[config.mk]
export PLATFORM = sky130hd
export DESIGN_NAME = lru_cache_with_ttl
export DESIGN_NICKNAME = d
export VERILOG_FILES = /design/src/rtl/lruc_pkg.sv /design/src/rtl/lruc_entry_ram.sv /design/src/rtl/lruc_rank_ram.sv /design/src/rtl/lru_cache_with_ttl.sv
export SDC_FILE = /design/constraint.sdc
export NUM_CORES = 2
export LEC_CHECK = 0
export BUFFER_PORTS_ARGS = -buffer_cell sky130_fd_sc_hd__buf_2
export CELL_PAD_IN_SITES_DETAIL_PLACEMENT = 1
export CELL_PAD_IN_SITES_GLOBAL_PLACEMENT = 1
export CORE_MARGIN = 1.5
export CORE_UTILIZATION = 25
export CTS_BUF_LIST = sky130_fd_sc_hd__clkbuf_2 sky130_fd_sc_hd__clkbuf_4 sky130_fd_sc_hd__clkbuf_8
export DETAILED_ROUTE_END_ITERATION = 12
export PLACE_DENSITY = 0.44
export SYNTH_ARGS = -nofsm -noshare
export SYNTH_HDL_FRONTEND = slang
export SYNTH_SLANG_ARGS = --single-unit
export TNS_END_PERCENT = 50
[constraint.sdc]
create_clock -name clk -period 46.1 [get_ports clk]
set_input_delay 2.305 -clock clk [delete_from_list [all_inputs] [get_ports clk]]
set_output_delay 2.305 -clock clk [all_outputs]
set_load 0.005 [all_outputs]
[src/rtl/lruc_pkg.sv]
`default_nettype none
package lruc_pkg;
  localparam int ENTRIES = 16;
  localparam int IDX_W = $clog2(ENTRIES);
  localparam int CNT_W = $clog2(ENTRIES + 1);
  localparam int KEY_BITS = 64;
  localparam int VALUE_BITS = 64;
  localparam int TIME_BITS = 32;
  localparam int EXP_W = TIME_BITS + 1;

  typedef enum logic [2:0] {
    ACT_PUT = 3'd0,
    ACT_GET = 3'd1,
    ACT_ERASE = 3'd2,
    ACT_CONTAINS = 3'd3,
    ACT_CLEAR = 3'd4,
    ACT_TICK = 3'd5
  } action_t;

  localparam logic CFG_CAPACITY = 1'b0;
  localparam logic CFG_SWEEP = 1'b1;

  // one stored entry: key, value and expiry share a memory word
  typedef struct packed {
    logic [KEY_BITS-1:0] key;
    logic [VALUE_BITS-1:0] value;
    logic [EXP_W-1:0] expiry;
  } entry_t;

  // memory port request from the sequencer
  typedef struct packed {
    logic rd_en;
    logic [IDX_W-1:0] rd_addr;
    logic wr_en;
    logic [IDX_W-1:0] wr_addr;
    entry_t wr_data;
  } mem_req_t;
endpackage
`default_nettype wire

[src/rtl/lruc_entry_ram.sv]
`default_nettype none
module lruc_entry_ram (
  input  wire logic clk,
  input  wire lruc_pkg::mem_req_t req,
  output lruc_pkg::entry_t rd_data
);
  import lruc_pkg::*;

  entry_t mem [ENTRIES];

  always_ff @(posedge clk) begin
    if (req.wr_en) begin
      mem[req.wr_addr] <= req.wr_data;
    end
    if (req.rd_en) begin
      rd_data <= mem[req.rd_addr];
    end
  end
endmodule
`default_nettype wire

[src/rtl/lruc_rank_ram.sv]
`default_nettype none
module lruc_rank_ram (
  input  wire logic clk,
  input  wire logic rd_en,
  input  wire logic [lruc_pkg::IDX_W-1:0] rd_addr,
  input  wire logic wr_en,
  input  wire logic [lruc_pkg::IDX_W-1:0] wr_addr,
  input  wire logic [lruc_pkg::IDX_W-1:0] wr_data,
  output logic [lruc_pkg::IDX_W-1:0] rd_data
);
  import lruc_pkg::*;

  logic [IDX_W-1:0] mem [ENTRIES];

  always_ff @(posedge clk) begin
    if (wr_en) begin
      mem[wr_addr] <= wr_data;
    end
    if (rd_en) begin
      rd_data <= mem[rd_addr];
    end
  end
endmodule
`default_nettype wire

[src/rtl/lru_cache_with_ttl.sv]
`default_nettype none
// Fully associative 16-entry key/value store with LRU replacement and a
// per-entry time-to-live. An item is taken at a rising edge with start high
// and busy low. busy stays high until out_valid, which marks the result on
// the out_ ports for exactly one cycle. The receiver cannot stall, so the
// result must be captured in that cycle. busy is already low in the strobe
// cycle, so the next item can be taken at the edge that ends it. Write
// configuration only while busy is low. Entries are scanned one per cycle
// through a single read port of the entry memory and of the rank memory.
// Each pass over the 16 entries issues 16 reads, waits for the last
// returning word and then closes the pass. Passes run per action:
//   clear, unused actions, non-sweeping tick   none
//   contains, erase miss, get miss             lookup pass
//   get hit, get of an expired key, erase hit  lookup + rank pass
//   put to a live key                          lookup + rank pass
//   put of a new key                           lookup + rank pass + insert,
//                                              plus eviction pass and drop when full
//   put over an expired copy                   lookup + drop + rank pass + insert,
//                                              plus eviction pass and drop when full
//   sweeping tick                              lookup, then drop + lookup per expired entry
// Valid bits live in flip-flops, so there is no clearing pass after reset.
module lru_cache_with_ttl (
  input  wire logic clk,
  input  wire logic rst_n,
  input  wire logic start,
  output logic busy,
  input  wire logic [2:0] in_action,
  input  wire logic [63:0] in_key,
  input  wire logic [63:0] in_value,
  input  wire logic [31:0] in_ttl,
  output logic out_valid,
  output logic out_found,
  output logic [63:0] out_read_value,
  output logic [4:0] out_entry_count,
  output logic [31:0] out_hit_count,
  output logic [31:0] out_miss_count,
  input  wire logic cfg_we,
  input  wire logic cfg_index,
  input  wire logic [15:0] cfg_data
);
  import lruc_pkg::*;

  typedef enum logic [2:0] {
    S_IDLE, S_LOOK, S_DECIDE, S_RANK, S_OLD, S_INS, S_DONE
  } state_t;

  // what the rank pass does to every other valid entry
  typedef enum logic [1:0] {
    RK_DROP,   // decrement ranks above rank_ref
    RK_RECENT, // increment ranks below rank_ref, hit entry gets rank 0
    RK_ALL     // increment every rank
  } rank_op_t;

  // what follows after a rank pass
  typedef enum logic [2:0] {
    NX_DONE, NX_INSERT, NX_FULL, NX_FILL, NX_SWEEP
  } next_t;

  state_t state_r;
  rank_op_t rop_r;
  next_t nxt_r;

  logic [4:0] cap_r;
  logic [15:0] swint_r;
  logic [ENTRIES-1:0] valid_r;
  logic [TIME_BITS-1:0] now_r;
  logic [15:0] swcnt_r;
  logic [31:0] hits_r, miss_r;

  logic [2:0] act_r;
  logic [KEY_BITS-1:0] key_r;
  logic [VALUE_BITS-1:0] val_r;
  logic [EXP_W-1:0] exp_r;
  logic sweep_r;

  logic [CNT_W-1:0] ptr_r;     // address issued this cycle
  logic rvld_r;                // a read is returning
  logic [IDX_W-1:0] raddr_r;   // address of returning data
  logic hit_r;
  logic hexp_r;                // matched entry was expired
  logic [IDX_W-1:0] hidx_r;
  logic [IDX_W-1:0] rank_ref_r;
  logic full_r;                // insert into a full store, no capacity check
  logic [IDX_W-1:0] best_r;
  logic best_vld_r;
  logic [IDX_W-1:0] best_rank_r;
  logic found_r;
  logic [VALUE_BITS-1:0] rv_r;

  mem_req_t ereq;
  entry_t erd;
  logic rk_re, rk_we;
  logic [IDX_W-1:0] rk_ra, rk_wa, rk_wd, rk_rd;

  lruc_entry_ram u_ent (.clk, .req(ereq), .rd_data(erd));
  lruc_rank_ram u_rank (
    .clk, .rd_en(rk_re), .rd_addr(rk_ra), .wr_en(rk_we), .wr_addr(rk_wa),
    .wr_data(rk_wd), .rd_data(rk_rd)
  );

  logic [CNT_W-1:0] live;
  always_comb begin
    live = '0;
    for (int i = 0; i < ENTRIES; i++) live = live + CNT_W'(valid_r[i]);
  end

  // lowest free slot takes a new entry
  logic [IDX_W-1:0] free_idx;
  always_comb begin
    free_idx = '0;
    for (int i = ENTRIES - 1; i >= 0; i--) if (!valid_r[i]) free_idx = IDX_W'(i);
  end

  logic expired;
  assign expired = erd.expiry < EXP_W'(now_r);
  logic scan_end;
  assign scan_end = ptr_r == CNT_W'(ENTRIES);
  logic pass_done;
  assign pass_done = scan_end && !rvld_r;
  logic [15:0] swcnt_nxt;
  assign swcnt_nxt = swcnt_r + 16'd1;

  // memory port drive: sequential reads from ptr_r, rank write-back in the
  // next cycle at raddr_r, so reads and writes of a pass never collide
  always_comb begin
    ereq = '0;
    ereq.rd_en = (state_r == S_LOOK) && !scan_end;
    ereq.rd_addr = ptr_r[IDX_W-1:0];
    rk_re = (state_r == S_LOOK || state_r == S_RANK || state_r == S_OLD)
            && !scan_end;
    rk_ra = ptr_r[IDX_W-1:0];
    rk_we = 1'b0;
    rk_wa = raddr_r;
    rk_wd = rk_rd;
    if (state_r == S_RANK && rvld_r && valid_r[raddr_r]) begin
      unique case (rop_r)
        RK_DROP: if (rk_rd > rank_ref_r) begin
          rk_we = 1'b1; rk_wd = rk_rd - IDX_W'(1);
        end
        RK_RECENT: if (rk_rd < rank_ref_r && raddr_r != hidx_r) begin
          rk_we = 1'b1; rk_wd = rk_rd + IDX_W'(1);
        end
        default: begin
          rk_we = 1'b1; rk_wd = rk_rd + IDX_W'(1);
        end
      endcase
    end
    // closing cycle of a recency pass: hit entry becomes most recent
    if (state_r == S_RANK && pass_done && rop_r == RK_RECENT) begin
      rk_we = 1'b1; rk_wa = hidx_r; rk_wd = '0;
    end
    // live put hit: rewrite value and expiry in place
    if (state_r == S_DECIDE && !sweep_r && act_r == ACT_PUT && hit_r && !hexp_r) begin
      ereq.wr_en = 1'b1;
      ereq.wr_addr = hidx_r;
      ereq.wr_data = '{key: key_r, value: val_r, expiry: exp_r};
    end
    // new entry into the lowest free slot at rank 0
    if (state_r == S_INS) begin
      ereq.wr_en = 1'b1;
      ereq.wr_addr = free_idx;
      ereq.wr_data = '{key: key_r, value: val_r, expiry: exp_r};
      rk_we = 1'b1; rk_wa = free_idx; rk_wd = '0;
    end
  end

  assign busy = state_r != S_IDLE;

  always_ff @(posedge clk) begin
    if (!rst_n) begin
      state_r <= S_IDLE;
      cap_r <= 5'd16;
      swint_r <= 16'd100;
      valid_r <= '0;
      now_r <= '0;
      swcnt_r <= '0;
      hits_r <= '0;
      miss_r <= '0;
      out_valid <= 1'b0;
      rvld_r <= 1'b0;
      ptr_r <= '0;
      rop_r <= RK_DROP;
      nxt_r <= NX_DONE;
    end else begin
      out_valid <= 1'b0;
      if (cfg_we) begin
        if (cfg_index == CFG_CAPACITY) cap_r <= cfg_data[4:0];
        else swint_r <= cfg_data;
      end
      rvld_r <= 1'b0;
      raddr_r <= ptr_r[IDX_W-1:0];
      unique case (state_r)
        S_IDLE: if (start) begin
          act_r <= in_action;
          key_r <= in_key;
          val_r <= in_value;
          exp_r <= (in_ttl == '0) ? '1 : EXP_W'(now_r) + EXP_W'(in_ttl);
          hit_r <= 1'b0;
          hexp_r <= 1'b0;
          found_r <= 1'b0;
          rv_r <= '0;
          ptr_r <= '0;
          sweep_r <= 1'b0;
          unique case (in_action)
            ACT_PUT, ACT_GET, ACT_ERASE, ACT_CONTAINS: state_r <= S_LOOK;
            ACT_CLEAR: begin
              valid_r <= '0;
              state_r <= S_DONE;
            end
            ACT_TICK: begin
              if (now_r != '1) now_r <= now_r + TIME_BITS'(1);
              // sweep sees the advanced time
              if (swcnt_nxt >= swint_r) begin
                swcnt_r <= '0;
                sweep_r <= 1'b1;
                state_r <= S_LOOK;
              end else begin
                swcnt_r <= swcnt_nxt;
                state_r <= S_DONE;
              end
            end
            default: state_r <= S_DONE;
          endcase
        end
        S_LOOK: begin
          // key match, or first expired entry when sweeping
          if (!scan_end) begin
            ptr_r <= ptr_r + CNT_W'(1);
            rvld_r <= 1'b1;
          end
          if (rvld_r && valid_r[raddr_r] && !hit_r
              && (sweep_r ? expired : (erd.key == key_r))) begin
            hit_r <= 1'b1;
            hidx_r <= raddr_r;
            rank_ref_r <= rk_rd;
            hexp_r <= expired;
            if (act_r == ACT_GET && !expired) rv_r <= erd.value;
          end
          if (pass_done) state_r <= S_DECIDE;
        end
        S_DECIDE: begin
          ptr_r <= '0;
          if (sweep_r) begin
            if (hit_r) begin
              valid_r[hidx_r] <= 1'b0;
              rop_r <= RK_DROP; nxt_r <= NX_SWEEP;
              state_r <= S_RANK;
            end else state_r <= S_DONE;
          end else begin
            unique case (act_r)
              ACT_CONTAINS: begin
                found_r <= hit_r;
                state_r <= S_DONE;
              end
              ACT_ERASE: begin
                found_r <= hit_r;
                if (hit_r) begin
                  valid_r[hidx_r] <= 1'b0;
                  rop_r <= RK_DROP; nxt_r <= NX_DONE;
                  state_r <= S_RANK;
                end else state_r <= S_DONE;
              end
              ACT_GET: begin
                if (hit_r && !hexp_r) begin
                  found_r <= 1'b1;
                  if (hits_r != '1) hits_r <= hits_r + 32'd1;
                  rop_r <= RK_RECENT; nxt_r <= NX_DONE;
                  state_r <= S_RANK;
                end else begin
                  if (miss_r != '1) miss_r <= miss_r + 32'd1;
                  if (hit_r) begin
                    // expired entry is removed on the way
                    valid_r[hidx_r] <= 1'b0;
                    rop_r <= RK_DROP; nxt_r <= NX_DONE;
                    state_r <= S_RANK;
                  end else state_r <= S_DONE;
                end
              end
              default: begin // put
                if (hit_r && !hexp_r) begin
                  // memory rewritten this cycle, then refresh recency
                  rop_r <= RK_RECENT; nxt_r <= NX_DONE;
                  state_r <= S_RANK;
                end else if (hit_r) begin
                  // drop the expired copy, then insert afresh
                  valid_r[hidx_r] <= 1'b0;
                  rop_r <= RK_DROP; nxt_r <= NX_INSERT;
                  state_r <= S_RANK;
                end else if (live == CNT_W'(ENTRIES)) begin
                  // full store: evict least recent first
                  full_r <= 1'b1;
                  best_vld_r <= 1'b0;
                  nxt_r <= NX_FULL;
                  state_r <= S_OLD;
                end else begin
                  full_r <= 1'b0;
                  rop_r <= RK_ALL; nxt_r <= NX_FILL;
                  state_r <= S_RANK;
                end
              end
            endcase
          end
        end
        S_RANK: begin
          if (!scan_end) begin
            ptr_r <= ptr_r + CNT_W'(1);
            rvld_r <= 1'b1;
          end
          if (pass_done) begin
            ptr_r <= '0;
            unique case (nxt_r)
              NX_INSERT: begin
                // store cannot be full after the drop
                full_r <= 1'b0;
                rop_r <= RK_ALL; nxt_r <= NX_FILL;
              end
              NX_FULL: begin
                rop_r <= RK_ALL; nxt_r <= NX_FILL;
              end
              NX_FILL: state_r <= S_INS;
              NX_SWEEP: begin
                hit_r <= 1'b0;
                state_r <= S_LOOK;
              end
              default: state_r <= S_DONE;
            endcase
          end
        end
        S_OLD: begin
          // highest rank among valid entries is the least recent
          if (!scan_end) begin
            ptr_r <= ptr_r + CNT_W'(1);
            rvld_r <= 1'b1;
          end
          if (rvld_r && valid_r[raddr_r]
              && (!best_vld_r || rk_rd > best_rank_r)) begin
            best_vld_r <= 1'b1; best_r <= raddr_r; best_rank_r <= rk_rd;
          end
          if (pass_done) begin
            ptr_r <= '0;
            if (best_vld_r) begin
              valid_r[best_r] <= 1'b0;
              rank_ref_r <= best_rank_r;
              rop_r <= RK_DROP;
              state_r <= S_RANK;
            end else state_r <= S_DONE;
          end
        end
        S_INS: begin
          valid_r[free_idx] <= 1'b1;
          ptr_r <= '0;
          if (!full_r && (live + CNT_W'(1)) > cap_r) begin
            // over capacity: evict least recent, possibly the new entry
            best_vld_r <= 1'b0;
            nxt_r <= NX_DONE;
            state_r <= S_OLD;
          end else state_r <= S_DONE;
        end
        S_DONE: begin
          out_valid <= 1'b1;
          out_found <= found_r;
          out_read_value <= rv_r;
          out_entry_count <= 5'(live);
          out_hit_count <= hits_r;
          out_miss_count <= miss_r;
          state_r <= S_IDLE;
        end
        default: state_r <= S_IDLE;
      endcase
    end
  end

`ifndef ASSERT_OFF
  a_live_bound: assert property (@(posedge clk) disable iff (!rst_n)
    live <= CNT_W'(ENTRIES)) else $error("live count exceeds entries");
  a_out_only_from_done: assert property (@(posedge clk) disable iff (!rst_n)
    out_valid |-> $past(state_r == S_DONE)) else $error("stray result strobe");
  a_busy_after_start: assert property (@(posedge clk) disable iff (!rst_n)
    (start && !busy) |=> busy) else $error("item not taken");
  a_hits_mono: assert property (@(posedge clk) disable iff (!rst_n)
    hits_r >= $past(hits_r) || $past(!rst_n)) else $error("hit total fell");
`endif
endmodule
`default_nettype wire
==> metrics.txt <==
total of fill cells in the finished design 53200; post-route cell area 153000 sq um; DP Wirelength about 220000 um; maximum clock path buffer count 4; measured slew at the worst slew-check pin 1.11 ns; Worst R2R Path Depth 20; vias in the first global route 71400; IO Pins between 300 and 400; Int Power ~5.5 mW; Psw 1.97 mW; via/cell ratio roughly 4.5; Post-Syn Instances 6327; First-pass DRT Iterations 5; Worst R2R End best_vld_r; Final period util 13.5%; share of post-route cells with drive strength above 1 between 30% and 40%; Starting DRT DRC Count around 4600; area added between synthesis and finish 16.8%; CP endpoint kind flip-flop; Netlist cell types 89; clk sinks 3357; Max FO, Critical Path 9; outcome finished clean; clock group share of total power 36.6%; CTS tree done; flop-to-flop setup slack about 40 ns; htree depth 6; Syn Nets 6629; multi-input logic area about 30000 sq um; Arr. time, crit path roughly 7.1 ns; Main synth FF type edfxtp_1; power share of the combinational group 15.2%; pwr dens 48.6 nW/um^2; max-cap viol count 0; most common cell after layout, fill and taps aside edfxtp_1; PortBufs 319; post-synth top area share about three quarters; Cell Area, Placed 141000 sq um; core box area 521000 sq um; kind of critical path flip-flop to flip-flop; grt ovf 0; nets 7395; Max Clock Freq 0.161 GHz; WL final slightly below 400000 um; r2r startpoint valid_r[3]; antenna-violating nets left 0; synthesized area 131000 sq um; Reg power frac between 40% and 50%; IR drop worst, VDD 0.0314 mV; Post-synth EDFFs 3193; GRT Total Usage 14.4%; placer congestion estimate 0.727; FFs w/ async S/R, synth 0%; min-delay src rv_r[21]; max-slew violations 0; Final setup violation count 0; root buffer cell clkbuf_8; Rows 265; DR vias 65300; Initial Util between 20% and 30%; post-CTS resize count 0; initial antenna violation count 43; WL per Instance 26.8 um; Final Hold Slack 0.391 ns; first-pass GRT wire length 549000 um; Crit path required time ~47 ns; sink of the worst hold path out_read_value[21]; Register Area 99200 sq um; most frequent cells in the layout 3193 x edfxtp_1, 827 x mux4_2, 604 x clkbuf_8; Pleak 50.8 nW; register area share after synthesis 75.9%; post-CTS setup buffer count 0; Die ar. 527000 sq um; Final Hold Fails 0; Max transition margin 25.6%; min Tclk post-route 6.23 ns; Synth Register Bits 3357; largest cells by area after synthesis edfxtp_1 73%, mux4_2 14%, dfxtp_1 2.5%; Mapped Avg Cell Area about 21 sq um; synth warn 0; clock slew at reported path FFs 0.07 ns; drt drc 0; CTS buffer count 594; hold depth 0; Chip Width 726 um; switching share of total power about a quarter; leading area contributor after synthesis edfxtp_1; Post-CTS Hold Buffers 0; clock skew roughly 0.10 ns; Clk Latency, worst-skew pair 1.22 ns; RSZ-0062 raised after global routing no; total negative slack 0 ns; largest net degree at the start of global routing 114; Final WS setup 39.87 ns; Place WS 39.79 ns; Hold Path Class flip-flop to flip-flop; die height 726 um; CP Launch Type flip-flop
==> synthesized netlist by cell type, drive strengths merged (89+ instances only) <==
cell and n:
a21oi 136, and2 186, and3 93, clkbuf 211
dfxtp 164, edfxtp 3193, ha 107, inv 129
mux4 830, nand2 202, nor2 199, o21ai 89
==> stage by stage <==
stage               instances  utilization [%]  total power, mW
CTS                     14500             29.3             7.57
floorplan                6327                -             4.42
finish                  14500             29.3             7.42
detailed placement      13400             27.1             4.81
global placement        13400             27.1             4.80
global route            14500             29.3             7.75
==> kinds of logic after synthesis <==
logic type	share of synthesized area, %
muxes	14.5
and+or+nand+nor	4.13
xor gates and xnor gates	1.16
AOI/OAI and AO/OA	1.92
adders and majority gates	1.19
buffers and inverters	1.22
DFF	75.9
==> flip-flops by register name, indices dropped and copies added (netlist names), 33 cells and up <==
name / cells
rv_r: 64
key_r: 64
exp_r: 33
val_r: 64
u_rank.mem: 64
u_ent.rd_data: 161
out_read_value: 64
u_ent.mem: 2576
==> final cells by class <==
type / count / share of cell area (%)
well taps: 6942 / 5.69
flip-flops and latches: 3357 / 65.0
diodes: 12 / 0.0197
inverters: 129 / 0.319
multi-input cells: 2556 / 19.7
clock buffers: 792 / 6.37
repair buffers: 455 / 1.83
clock inverters: 252 / 1.11
==> worst max-delay path, cell delays in order, from the launching register on <==
cell      delay, ns
dfxtp_1        0.50
inv_1          0.13
fa_1           0.54
inv_1          0.07
fa_1           0.46
fa_1           0.51
inv_1          0.06
fa_1           0.48
inv_1          0.05
ha_1           0.21
fa_1           0.47
xor2_1         0.47
nand3_1        0.18
xnor2_1        0.16
ha_1           0.31
and3_1         0.17
a31oi_1        0.23
nand2_1        0.07
o21ai_0        0.32
o21ai_0        0.22
a211oi_1       0.32
==> worst max path at each step <==
stage | from | endpoint | slack (ns) | depth (start not counted)
after floorplan | rst_n | out_entry_count[0] | 29.97 | 3
after global placement | rst_n | out_read_value[21] | 39.85 | 7
after detailed placement | rst_n | out_read_value[21] | 39.79 | 7
after CTS | state_r[1] | u_ent.mem[13][52] | 39.83 | 12
after global routing | valid_r[3] | best_vld_r | 39.44 | 20
final | valid_r[3] | best_vld_r | 39.87 | 20
==> power by group through the flow <==
stage	logic, mW	clock network (mW)	registers, mW
floorplan	0.814	0	3.60
global placement	1.16	0	3.64
detailed placement	1.17	0	3.64
CTS	1.17	2.82	3.58
global route	1.22	2.94	3.59
finish	1.12	2.72	3.58
==> per-layer routing <==
metal | track usage, % | vias to the layer above | routed length [um]
met5 | 0 | - | 75
met1 | 20.1 | 35600 | 179000
met2 | 23.6 | 1515 | 185000
li1 | - | 27600 | -
met4 | 3.37 | 12 | 8150
met3 | 2.32 | 546 | 16300
Note: power is estimated with default switching activity, not from simulation.
